===== config.mk =====
export PLATFORM = sky130hd
export DESIGN_NAME = block_bitmap_allocator_unit
export DESIGN_NICKNAME = d
export VERILOG_FILES = /design/src/sv/bba_pkg.sv /design/src/sv/bba_map_ram.sv /design/src/sv/bba_ctrl.sv /design/src/sv/block_bitmap_allocator_unit.sv
export SDC_FILE = /design/constraint.sdc
export NUM_CORES = 2
export LEC_CHECK = 0
export BUFFER_PORTS_ARGS = -buffer_cell sky130_fd_sc_hd__buf_2
export CAP_MARGIN = 20
export CORE_AREA = 10 10 511 562
export CTS_CLUSTER_DIAMETER = 120
export DETAILED_ROUTE_END_ITERATION = 12
export DIE_AREA = 0 0 521 572
export PLACE_DENSITY = 0.74
export SYNTH_ARGS = -nofsm -noshare
export SYNTH_HDL_FRONTEND = slang
export SYNTH_SLANG_ARGS = --single-unit

===== constraint.sdc =====
create_clock -name i_clk -period 20.9 [get_ports i_clk]
set_clock_uncertainty 0.15 [all_clocks]
set_input_delay 4.18 -clock i_clk [delete_from_list [all_inputs] [get_ports i_clk]]
set_output_delay 4.18 -clock i_clk [all_outputs]
set_load 0.01 [all_outputs]

===== src/sv/bba_pkg.sv =====
// Shared types and constants for the block bitmap allocator.
// No dependencies; used by bba_ctrl, the top level, the checker and the testbench.
package bba_pkg;

    // Field widths of the request and result words
    localparam int KIND_W = 2;
    localparam int IDX_W  = 12;
    localparam int CNT_W  = 13;

    // Default map geometry: 128 words of 32 bits, 4096 blocks
    localparam int MAP_WORDS_DEF = 128;
    localparam int WORD_BITS_DEF = 32;

    // Reset value of the reserved-block register
    localparam logic [CNT_W-1:0] RESERVED_RST = 13'd33;

    // Request kinds
    typedef enum logic [KIND_W-1:0] {
        KIND_ALLOC  = 2'd0,
        KIND_MARK   = 2'd1,
        KIND_FORMAT = 2'd2,
        KIND_NONE   = 2'd3
    } t_kind;

endpackage


===== src/sv/bba_map_ram.sv =====
// Bitmap storage: simple dual-port synchronous RAM with a registered read port.
// No dependencies.
module bba_map_ram #(
    parameter int DEPTH = 128,
    parameter int WIDTH = 32
) (
    input  logic                                i_clk,
    input  logic                                i_we,
    input  logic [(DEPTH > 1 ? $clog2(DEPTH) : 1)-1:0] i_waddr,
    input  logic [WIDTH-1:0]                    i_wdata,
    input  logic                                i_re,
    input  logic [(DEPTH > 1 ? $clog2(DEPTH) : 1)-1:0] i_raddr,
    output logic [WIDTH-1:0]                    o_rdata
);

    logic [WIDTH-1:0] r_mem [DEPTH];

    // Write port
    always_ff @(posedge i_clk) begin
        if (i_we) begin
            r_mem[i_waddr] <= i_wdata;
        end
    end

    // Registered read port
    always_ff @(posedge i_clk) begin
        if (i_re) begin
            o_rdata <= r_mem[i_raddr];
        end
    end

endmodule


===== src/sv/bba_ctrl.sv =====
// Request sequencer: scans, modifies and writes back map words, keeps the
// free count and the reserved register. Depends on bba_pkg; drives bba_map_ram.
module bba_ctrl #(
    parameter int MAP_WORDS = 128,
    parameter int WORD_BITS = 32
) (
    input  logic                                    i_clk,
    input  logic                                    i_rst_n,
    input  logic                                    i_start,
    output logic                                    o_busy,
    input  logic [bba_pkg::KIND_W-1:0]              i_kind,
    input  logic [bba_pkg::IDX_W-1:0]               i_block_index,
    input  logic                                    i_cfg_we,
    input  logic [bba_pkg::CNT_W-1:0]               i_cfg_wdata,
    output logic                                    o_done,
    output logic [bba_pkg::IDX_W-1:0]               o_result_index,
    output logic                                    o_ok,
    output logic [bba_pkg::CNT_W-1:0]               o_free_count,
    // map RAM side
    output logic                                    o_ram_we,
    output logic [(MAP_WORDS > 1 ? $clog2(MAP_WORDS) : 1)-1:0] o_ram_waddr,
    output logic [WORD_BITS-1:0]                    o_ram_wdata,
    output logic                                    o_ram_re,
    output logic [(MAP_WORDS > 1 ? $clog2(MAP_WORDS) : 1)-1:0] o_ram_raddr,
    input  logic [WORD_BITS-1:0]                    i_ram_rdata
);
    import bba_pkg::*;

    localparam int TOTAL = MAP_WORDS * WORD_BITS;
    localparam int AW    = (MAP_WORDS > 1) ? $clog2(MAP_WORDS) : 1;
    localparam int BW    = $clog2(WORD_BITS);
    localparam int CW    = $clog2(TOTAL + 1);
    localparam int EW    = ((CW > CNT_W) ? CW : CNT_W) + 1;

    localparam logic [EW-1:0]        TOTAL_E = EW'(TOTAL);
    localparam logic [EW-1:0]        WB_E    = EW'(WORD_BITS);
    localparam logic [AW-1:0]        LAST    = AW'(MAP_WORDS - 1);
    localparam logic [WORD_BITS-1:0] ONES    = '1;
    localparam logic [WORD_BITS-1:0] LSB     = WORD_BITS'(1);

    typedef enum logic [2:0] {
        S_IDLE,
        S_ALLOC,
        S_SEEK,
        S_MARK,
        S_FILL
    } t_state;

    t_state              r_state, n_state;
    logic [AW-1:0]       r_addr, n_addr;
    logic [EW-1:0]       r_base, n_base;
    logic                r_pend, n_pend;
    logic [AW-1:0]       r_pend_addr, n_pend_addr;
    logic [EW-1:0]       r_pend_base, n_pend_base;
    logic                r_last_issued, n_last_issued;
    logic [EW-1:0]       r_blk, n_blk;
    logic [BW-1:0]       r_bit, n_bit;
    logic [EW-1:0]       r_nres, n_nres;
    logic                r_fmt, n_fmt;
    logic [CW-1:0]       r_free, n_free;
    logic [CNT_W-1:0]    r_reserved, n_reserved;
    logic                r_done, n_done;
    logic [IDX_W-1:0]    r_idx, n_idx;
    logic                r_ok, n_ok;

    logic [BW-1:0]        zpos;
    logic                 zany;
    logic [EW-1:0]        blk_ext;
    logic [EW-1:0]        res_ext;
    logic [EW-1:0]        nres_clamp;
    logic [EW-1:0]        rem;
    logic [WORD_BITS-1:0] fill_word;
    logic [EW-1:0]        base_next;
    logic [EW-1:0]        blk_off;
    logic [EW-1:0]        alloc_idx;
    logic [CW-1:0]        free_dec;

    // Lowest clear bit of the word just read
    always_comb begin
        zpos = '0;
        zany = 1'b0;
        for (int i = WORD_BITS - 1; i >= 0; i--) begin
            if (!i_ram_rdata[i]) begin
                zpos = BW'(i);
                zany = 1'b1;
            end
        end
    end

    // Datapath helpers
    always_comb begin
        blk_ext    = EW'(i_block_index);
        res_ext    = EW'(r_reserved);
        nres_clamp = (res_ext > TOTAL_E) ? TOTAL_E : res_ext;
        rem        = r_nres - r_base;
        if (r_nres <= r_base) begin
            fill_word = '0;
        end else if (rem >= WB_E) begin
            fill_word = ONES;
        end else begin
            fill_word = ~(ONES << rem[BW-1:0]);
        end
        base_next = r_base + WB_E;
        blk_off   = r_blk - r_base;
        alloc_idx = r_pend_base + EW'(zpos);
        free_dec  = (r_free != '0) ? (r_free - CW'(1)) : r_free;
    end

    // Next-state logic
    always_comb begin
        n_state       = r_state;
        n_addr        = r_addr;
        n_base        = r_base;
        n_pend        = r_pend;
        n_pend_addr   = r_pend_addr;
        n_pend_base   = r_pend_base;
        n_last_issued = r_last_issued;
        n_blk         = r_blk;
        n_bit         = r_bit;
        n_nres        = r_nres;
        n_fmt         = r_fmt;
        n_free        = r_free;
        n_reserved    = i_cfg_we ? i_cfg_wdata : r_reserved;
        n_done        = 1'b0;
        n_idx         = r_idx;
        n_ok          = r_ok;

        o_ram_we    = 1'b0;
        o_ram_waddr = r_addr;
        o_ram_wdata = fill_word;
        o_ram_re    = 1'b0;
        o_ram_raddr = r_addr;

        case (r_state)
            S_IDLE: begin
                if (i_start) begin
                    n_addr = '0;
                    n_base = '0;
                    case (t_kind'(i_kind))
                        KIND_ALLOC: begin
                            n_state       = S_ALLOC;
                            n_pend        = 1'b0;
                            n_last_issued = 1'b0;
                        end
                        KIND_MARK: begin
                            if (blk_ext < TOTAL_E) begin
                                n_state = S_SEEK;
                                n_blk   = blk_ext;
                            end else begin
                                // block beyond the map: echoed, not stored
                                n_done = 1'b1;
                                n_idx  = i_block_index;
                                n_ok   = 1'b0;
                            end
                        end
                        KIND_FORMAT: begin
                            n_state = S_FILL;
                            n_nres  = nres_clamp;
                            n_fmt   = 1'b1;
                            n_free  = CW'(TOTAL_E - nres_clamp);
                        end
                        default: begin
                            n_done = 1'b1;
                            n_idx  = '0;
                            n_ok   = 1'b0;
                        end
                    endcase
                end
            end

            // Rewrite every word; reserved leading blocks come out set
            S_FILL: begin
                o_ram_we = 1'b1;
                if (r_addr == LAST) begin
                    n_state = S_IDLE;
                    n_done  = r_fmt;
                    n_idx   = '0;
                    n_ok    = 1'b1;
                end else begin
                    n_addr = r_addr + AW'(1);
                    n_base = base_next;
                end
            end

            // One read issued per cycle, the word read last cycle checked
            S_ALLOC: begin
                o_ram_re = !r_last_issued;
                if (!r_last_issued) begin
                    n_pend        = 1'b1;
                    n_pend_addr   = r_addr;
                    n_pend_base   = r_base;
                    n_addr        = r_addr + AW'(1);
                    n_base        = base_next;
                    n_last_issued = (r_addr == LAST);
                end else begin
                    n_pend = 1'b0;
                end
                if (r_pend && zany) begin
                    o_ram_we    = 1'b1;
                    o_ram_waddr = r_pend_addr;
                    o_ram_wdata = i_ram_rdata | (LSB << zpos);
                    n_free      = free_dec;
                    n_state     = S_IDLE;
                    n_done      = 1'b1;
                    n_idx       = alloc_idx[IDX_W-1:0];
                    n_ok        = 1'b1;
                end else if (r_pend && (r_pend_addr == LAST)) begin
                    // map full
                    n_state = S_IDLE;
                    n_done  = 1'b1;
                    n_idx   = '0;
                    n_ok    = 1'b0;
                end
            end

            // Walk word bases up to the one that holds the block
            S_SEEK: begin
                if (r_blk < base_next) begin
                    o_ram_re = 1'b1;
                    n_bit    = blk_off[BW-1:0];
                    n_state  = S_MARK;
                end else begin
                    n_addr = r_addr + AW'(1);
                    n_base = base_next;
                end
            end

            // Set the bit if clear; count drops only then
            S_MARK: begin
                if (!i_ram_rdata[r_bit]) begin
                    o_ram_we    = 1'b1;
                    o_ram_wdata = i_ram_rdata | (LSB << r_bit);
                    n_free      = free_dec;
                end
                n_state = S_IDLE;
                n_done  = 1'b1;
                n_idx   = r_blk[IDX_W-1:0];
                n_ok    = 1'b1;
            end

            default: begin
                n_state = S_IDLE;
            end
        endcase
    end

    // State and registered outputs; reset starts a clearing pass
    always_ff @(posedge i_clk) begin
        if (!i_rst_n) begin
            r_state       <= S_FILL;
            r_addr        <= '0;
            r_base        <= '0;
            r_pend        <= 1'b0;
            r_last_issued <= 1'b0;
            r_nres        <= '0;
            r_fmt         <= 1'b0;
            r_free        <= CW'(TOTAL);
            r_reserved    <= RESERVED_RST;
            r_done        <= 1'b0;
        end else begin
            r_state       <= n_state;
            r_addr        <= n_addr;
            r_base        <= n_base;
            r_pend        <= n_pend;
            r_last_issued <= n_last_issued;
            r_nres        <= n_nres;
            r_fmt         <= n_fmt;
            r_free        <= n_free;
            r_reserved    <= n_reserved;
            r_done        <= n_done;
            r_pend_addr   <= n_pend_addr;
            r_pend_base   <= n_pend_base;
            r_blk         <= n_blk;
            r_bit         <= n_bit;
            r_idx         <= n_idx;
            r_ok          <= n_ok;
        end
    end

    logic [EW-1:0] free_ext;
    assign free_ext = EW'(r_free);

    assign o_busy         = (r_state != S_IDLE);
    assign o_done         = r_done;
    assign o_result_index = r_idx;
    assign o_ok           = r_ok;
    assign o_free_count   = free_ext[CNT_W-1:0];

endmodule


===== src/sv/block_bitmap_allocator_unit.sv =====
// Top level of the block bitmap allocator: sequencer plus bitmap RAM.
// Depends on bba_pkg, bba_map_ram and bba_ctrl.
//
// Usage: drive i_kind and i_block_index and raise start while busy is low;
// the word is taken at that clock edge. Exactly one result word follows,
// shown on o_result_index, o_ok and o_free_count for one cycle with o_done
// high. The receiver cannot stall; results must be taken when o_done is up.
// Per kind: allocate reads one map word per cycle and the first non-full
// word wins; mark walks the word addresses, then does a read-modify-write;
// format rewrites one word per cycle; an unused kind or a mark beyond the
// map is answered straight from idle, with no map access.
// At the defaults an allocate on a full map walks all 128 map words through
// the single RAM read port.
// i_cfg_we/i_cfg_wdata write the reserved-block count used by format; write
// only while busy is low and no result is pending.
// After reset the block clears the map, one word per cycle: busy stays high
// for the whole pass and no result is given for that pass.
module block_bitmap_allocator_unit #(
    parameter int MAP_WORDS = bba_pkg::MAP_WORDS_DEF,
    parameter int WORD_BITS = bba_pkg::WORD_BITS_DEF
) (
    input  logic                        i_clk,
    input  logic                        i_rst_n,
    input  logic                        start,
    output logic                        busy,
    input  logic [bba_pkg::KIND_W-1:0]  i_kind,
    input  logic [bba_pkg::IDX_W-1:0]   i_block_index,
    input  logic                        i_cfg_we,
    input  logic [bba_pkg::CNT_W-1:0]   i_cfg_wdata,
    output logic                        o_done,
    output logic [bba_pkg::IDX_W-1:0]   o_result_index,
    output logic                        o_ok,
    output logic [bba_pkg::CNT_W-1:0]   o_free_count
);
    import bba_pkg::*;

    localparam int AW = (MAP_WORDS > 1) ? $clog2(MAP_WORDS) : 1;

    logic                 ram_we;
    logic [AW-1:0]        ram_waddr;
    logic [WORD_BITS-1:0] ram_wdata;
    logic                 ram_re;
    logic [AW-1:0]        ram_raddr;
    logic [WORD_BITS-1:0] ram_rdata;

    // Request sequencer and free count
    bba_ctrl #(
        .MAP_WORDS (MAP_WORDS),
        .WORD_BITS (WORD_BITS)
    ) u_ctrl (
        .i_clk          (i_clk),
        .i_rst_n        (i_rst_n),
        .i_start        (start),
        .o_busy         (busy),
        .i_kind         (i_kind),
        .i_block_index  (i_block_index),
        .i_cfg_we       (i_cfg_we),
        .i_cfg_wdata    (i_cfg_wdata),
        .o_done         (o_done),
        .o_result_index (o_result_index),
        .o_ok           (o_ok),
        .o_free_count   (o_free_count),
        .o_ram_we       (ram_we),
        .o_ram_waddr    (ram_waddr),
        .o_ram_wdata    (ram_wdata),
        .o_ram_re       (ram_re),
        .o_ram_raddr    (ram_raddr),
        .i_ram_rdata    (ram_rdata)
    );

    // Used-block bitmap
    bba_map_ram #(
        .DEPTH (MAP_WORDS),
        .WIDTH (WORD_BITS)
    ) u_map (
        .i_clk   (i_clk),
        .i_we    (ram_we),
        .i_waddr (ram_waddr),
        .i_wdata (ram_wdata),
        .i_re    (ram_re),
        .i_raddr (ram_raddr),
        .o_rdata (ram_rdata)
    );

endmodule


Word level (Yosys, flattened, before mapping)

Memories as Yosys holds them, arrays and structs flattened. A register that Yosys moved wholly into a read port is not among the register bits.
Cells that the tools add are included.

Bitwise logic cells: 4
Eq/ne operators: 23
$add $sub $neg: 7
Reductions and logical operators: 21
Shift-type cells: 3
Mux-type cells: 132
Order comparisons: 6

Operators with widths:

| operator              | count |
|---|---|
| $mux 5                | 32 |
| $mux 32               | 4 |
| $mux 13               | 6 |
| $or 32x32->32         | 2 |
| $pmux 32 s2           | 1 |
| $shl 1x5->32 const A  | 2 |
| $mux 12               | 5 |
| $mux 14               | 4 |
| $pmux 14 s4           | 1 |
| $mux 1                | 52 |
| $pmux 12 s4           | 1 |
| $mux 7                | 6 |
| $pmux 13 s3           | 1 |
| $not 32->32           | 1 |
| $shl 32x5->32 const A | 1 |
| $pmux 7 s4            | 1 |
| $pmux 12 s2           | 1 |
| $mux 3                | 6 |
| $ne 2x2->1 const B    | 8 |
| $reduce_and 5->1      | 3 |
| $add 14x6->14 const B | 1 |
| $eq 7x7->1 const B    | 2 |
| $ge 14x6->1 const B   | 1 |
| $le 14x14->1          | 1 |
| 39 further kinds      | 53 |

Memories: 1
Output and inout bits: 28
Memory bits (writable): 4096
Logic and storage cells: 213
Register bits after elaboration: 117

Memory list:

| memory      | words | bits a word | read ports | clocked after memory_dff | write ports | RTL line          | text |
|---|---|---|---|---|---|---|---|
| u_map.r_mem | 128   | 32          | 1          | 1                        | 1           | bba_map_ram.sv:16 | `logic [WIDTH-1:0] r_mem [DEPTH];` |

Logic depth before layout (Yosys ltp)

Depth in word-level cells: 37
Gate-level depth with buffers: 12
Mapped depth without buffers: 12

Modules after synthesis

A second synthesis with hierarchy kept.

Cells, all modules: 6983
Area, all modules: 164461.5 um^2

By module, submodules not included:

| module      | cells an instance | area an instance (um^2) | seq. area each (um^2) | instances |
|---|---|---|---|---|
| bba_map_ram | 5990              | 156596.4                | 123958.9              | 1 |
| bba_ctrl    | 993               | 7865.0                  | 2562.5                | 1 |

Worst setup path after synthesis

OpenSTA, ideal clock, no wires.

Kind: register to register
Start point: register u_ctrl.r_bit[1]
End point: memory u_map.r_mem[0][7], data pin
Buffers on the path: 2
Slack: 12329 ps
Clock period less this slack: 8571 ps
Data required time: 19553 ps
Arrival: 7224 ps
Cell stages (with the launch flop): 11
Path through: edfxtp_1 buf_2 mux4_2 mux2_2 a31o_1 nor3_2 nor2_1 clkbuf_1 nand2_1 a21oi_1 o21ai_0

Word-level cells in the longest chain between the ends: 4

RTL lines:

| what                                                                 | RTL line                          | text |
|---|---|---|
| start: declaration                                                   | bba_ctrl.sv:57                    | `logic [BW-1:0] r_bit, n_bit;` |
| start signal: assignment                                             | bba_ctrl.sv:274                   | `r_bit <= n_bit;` |
| $bmux 1 s5 / $shl 1x5->32 (equally long branches)                    | bba_ctrl.sv:230, bba_ctrl.sv:232  |  |
| $mux 1 (implied by the code) / $or 32x32->32 (equally long branches) | bba_ctrl.sv:230, bba_ctrl.sv:232  |  |
| $mux 32 *                                                            | bba_ctrl.sv:230                   | `if (!i_ram_rdata[r_bit]) begin` |
| $pmux 32 s2 *                                                        | bba_ctrl.sv:134                   | `case (r_state)` |
| net ram_wdata[7]                                                     | block_bitmap_allocator_unit.sv:41 | `logic [WORD_BITS-1:0] ram_wdata;` |
| end: declaration                                                     | bba_map_ram.sv:16                 |  |

Mark *: on every way through the listed nets, which the timed path passes. The rest lies on a longest branch. The select of a mux whose other input is x is not followed.

==> summary.md <==
| Metric | Value |
|---|---|
| Status | complete, no violations |
| CP Launch Point | u_ctrl.o_ram_raddr[0] |
| Seq cells post-synth | 4,234 |
| Final Cycle Share | 33.60% |
| Die height | between 500 and 600 um |
| # IOs | 59 |
| CTS Root Cell | clkbuf_16 |
| Crit Path Max Fanout | 49 |
| Power Total | around 18 mW |
| CTS tree | done |
| Asr flop ratio synth | 0% |
| Setup TNS | 0 ns |
| Initial antenna violation count | 25 |
| Chip width | between 500 and 600 um |
| H-tree levels | 5 |
| CTS Buffer Depth | 4 |
| Syn Inst Count | approximately 7,000 |
| Seq/Total Area, Yosys | 76.98% |
| Least-Margin Pin Slew | between 1 and 1.5 ns |
| Gr ovfl total | 0 |
| R2R Path End | u_map.o_rdata[1] |
| Hold_buf cts | 0 |
| DRC errors left | 0 |
| Initial Utilization | about three fifths |
| Launch point of the worst reg-to-reg path | u_ctrl.o_ram_raddr[0] |
| Data arrival, critical path | 7.53 ns |
| Clock Sinks | 4,234 |
| Hold path cells | 2 |
| Fill count | 16,520 |
| FP Rows | 202 |
| Post-Syn Area | 164,400 um^2 |
| Final Setup Violations | 0 |
| Via count | approximately 80,000 |
| IO Port Bufs | 58 |
| Post-route antenna net violation count | 0 |
| Share of cells above drive strength 1 | slightly above 30% |
| Required @ worst endpoint | 21.41 ns |
| CP max stage delay | 0.83 ns |
| Post-CTS setup buffer count | 0 |
| # nets final | 7,440 |
| First-pass iteration count of the detailed router | 10 |
| DR iter-0 viols | 13,040 |
| Dpl hpwl | 230,000 um |
| Number of global-route vias before repair | approximately 82,000 |
| CP top delay family | buffers and inverters |
| Final hold violations | 0 |
| Placer congestion estimate | 0.9090 |
| First-pass GRT wire length | 634,900 um |
| PD cells | 97.54 nW/um^2 |
| Cell Chain, Critical Path | buf_4 > buf_4 > buf_4 > buf_16 > buf_4 > buf_4 > mux4_2 > mux4_2 > mux4_2 > o21a_1 |
| Largest net degree at the start of global routing | 109 |
| R2R cell count | 10 |
| CORE AREA | 275,000 um^2 |
| Gr usage total | just over 30% |
| Hold Crit Class | reg2reg |
| Setup crit start kind | register |
| Post-Syn Area per Cell | 23.37 um^2 |
| Synth-to-Final Area Change | 11.90% |
| Max-cap violations | 0 |
| Clk slew on worst S/H paths | 0.06 ns |
| Reg2reg setup slack | 13.88 ns |
| Final Critical Period | ~7 ns |
| RSZ-0062 raised after global routing | no |
| Post-CTS sizing | 0 |
| Number of flops mapped to enable cells by yosys | 4,172 |
| Nature of the critical path endpoint | register |
| Crit path buf inv count | 6 |
| Commonest cells after routing, fill and taps aside | edfxtp_1, mux4_2, clkbuf_16 |
| Setup Crit Path Kind | reg2reg |
| Total Wirelength | roughly 450,000 um |
| Post-synth cell types | 85 |
| DR WL/cell | 39.63 um |
| Fmax | 142.4 MHz |
| YS warnings | 0 |
| DIE AREA | 298,000 um^2 |
| Worst VDD drop | 0.07065 mV |
| Critical path's most frequent cell | buf_4 |
| Clk Latency, worst-skew pair | 0.96 ns |
| TritonCTS Buffers | 394 |
| Slowest cell on crit path | buf_4 |
| DP Cell Count | 10,650 |
| Hold_sp | u_ctrl.r_fmt |
| Slew Viols, Final | 0 |
| Worst Hold End | u_ctrl.r_fmt |
| Via-to-Cell Ratio | roughly 7 |
| Fin Hold WS | between 0.3 and 0.4 ns |
| Filler-free cell count of the finished design | 11,380 |
| Commonest non-fill, non-tap cell in the layout | edfxtp_1 |
| Worst slew margin | 9.322% |
| Leak Pwr | roughly 57 nW |
| Top FF cell, synth | edfxtp_1 |
==> metal layers <==
metal / track usage, % / part of all wire, % / wire [um] / vias to the layer above
met3: 7.913 / 13 / 57710 / 1126
met4: 15.02 / 5.9 / 26640 / 22
met1: 40.73 / 34 / 153200 / 43140
li1: - / - / - / 30900
met5: 0 / 0.029 / 129 / -
met2: 46.62 / 47 / 213000 / 6461
==> worst reg2reg max path: cells and delay by family, from the launching register on <==
kind / cells / cell delay, ns
buffers and inverters: 6 / 3.94
muxes: 3 / 1.76
DFF: 1 / 0.77
AOI/OAI and AO/OA: 1 / 0.18
==> worst max path at each step <==
stage	slack [ns]	end	depth (start not counted)
after floorplan	12.33	u_map.r_mem[0][7]	10
after global placement	13.35	u_map.o_rdata[1]	9
after detailed placement	13.30	u_map.o_rdata[1]	9
after CTS	13.30	u_map.o_rdata[1]	9
after global routing	13.17	u_map.o_rdata[1]	10
final	13.88	u_map.o_rdata[1]	10
==> report_power, final <==
| part | total, mW | internal (mW) | switching (mW) |
|---|---|---|---|
| Clock | 7.13 | 4.02 | 3.11 |
| Sequential | 9.50 | 9.48 | 0.0214 |
| Combinational | 1.31 | 0.479 | 0.827 |
| Total | 17.9 | 14.0 | 3.96 |
==> cell type report <==
| class | count | area (um^2) | share of cell area, % |
|---|---|---|---|
| clock buffer | 484 | 10390 | 5.648 |
| timing repair buffer | 324 | 2492 | 1.355 |
| clock inverter | 230 | 2238 | 1.217 |
| antenna | 5 | 12.51 | 0.006803 |
| multi-input combinational | 2385 | 37510 | 20.39 |
| inverter | 41 | 153.9 | 0.08367 |
| sequential | 4234 | 126500 | 68.80 |
| tap | 3672 | 4594 | 2.498 |
==> flip-flops by register name (all words and copies together) (netlist names), 9 cells and up <==
register / cells
u_map.o_rdata: 32
u_ctrl.r_blk: 12
u_ctrl.r_base: 9
u_map.r_mem: 4096
u_ctrl.r_reserved: 13
u_ctrl.o_result_index: 12
u_ctrl.r_nres: 13
u_ctrl.o_free_count: 13
==> cell families (layout without fill, tap and decap cells) <==
family / count (synthesis) / in the layout / synth area share, %
adder cells (fa/ha/maj): 29 / 29 / 0.2208
multiplexers: 1408 / 1408 / 18.61
AO/OA/AOI/OAI: 345 / 345 / 1.438
AND/OR/NAND/NOR: 570 / 570 / 1.624
flip-flops: 4234 / 4234 / 76.98
buffers and inverters: 416 / 1079 / 0.9759
other: 2 / 10 / 0.004569
XOR/XNOR: 28 / 28 / 0.1492
==> per-stage QoR <==
stage	cell area [um^2]	utilization (%)	setup WS, ns
2_1_floorplan	164400	-	12.33
3_3_place_gp	171100	62.22	13.35
3_5_place_dp	171100	62.23	13.30
4_1_cts	183800	66.82	13.30
5_1_grt	183900	66.88	13.17
6_report	183900	66.89	13.88
==> cell usage after synthesis (5+ instances only) <==
cell type,count,share of area (%)
xor2_1,9,0.048
o21ai_0,56,0.17
nand2b_1,7,0.027
inv_1,40,0.091
edfxtp_1,4172,76
o31ai_1,15,0.069
a211oi_1,9,0.041
a311oi_1,6,0.032
and2_1,11,0.042
or3_1,12,0.046
nand3_1,44,0.13
o21a_1,40,0.18
nor4_1,12,0.046
nand2_1,129,0.29
buf_2,28,0.085
mux2_2,7,0.048
ha_1,29,0.22
a21oi_1,67,0.20
o211ai_1,17,0.078
xnor2_1,19,0.10
clkbuf_1,240,0.55
nor2_1,228,0.52
mux2i_1,83,0.51
a31oi_1,12,0.046
a222oi_1,5,0.030
o21ai_1,11,0.033
mux4_2,1318,18
a21o_1,6,0.027
dfxtp_1,62,0.76
buf_1,106,0.24
and3_1,24,0.091
nand3b_1,13,0.059
nor3_1,31,0.094
nand4_1,18,0.069
a22oi_1,40,0.18
nor2b_1,13,0.049
a211o_1,5,0.027
No activity file was read; power rests on OpenSTA's default activity.
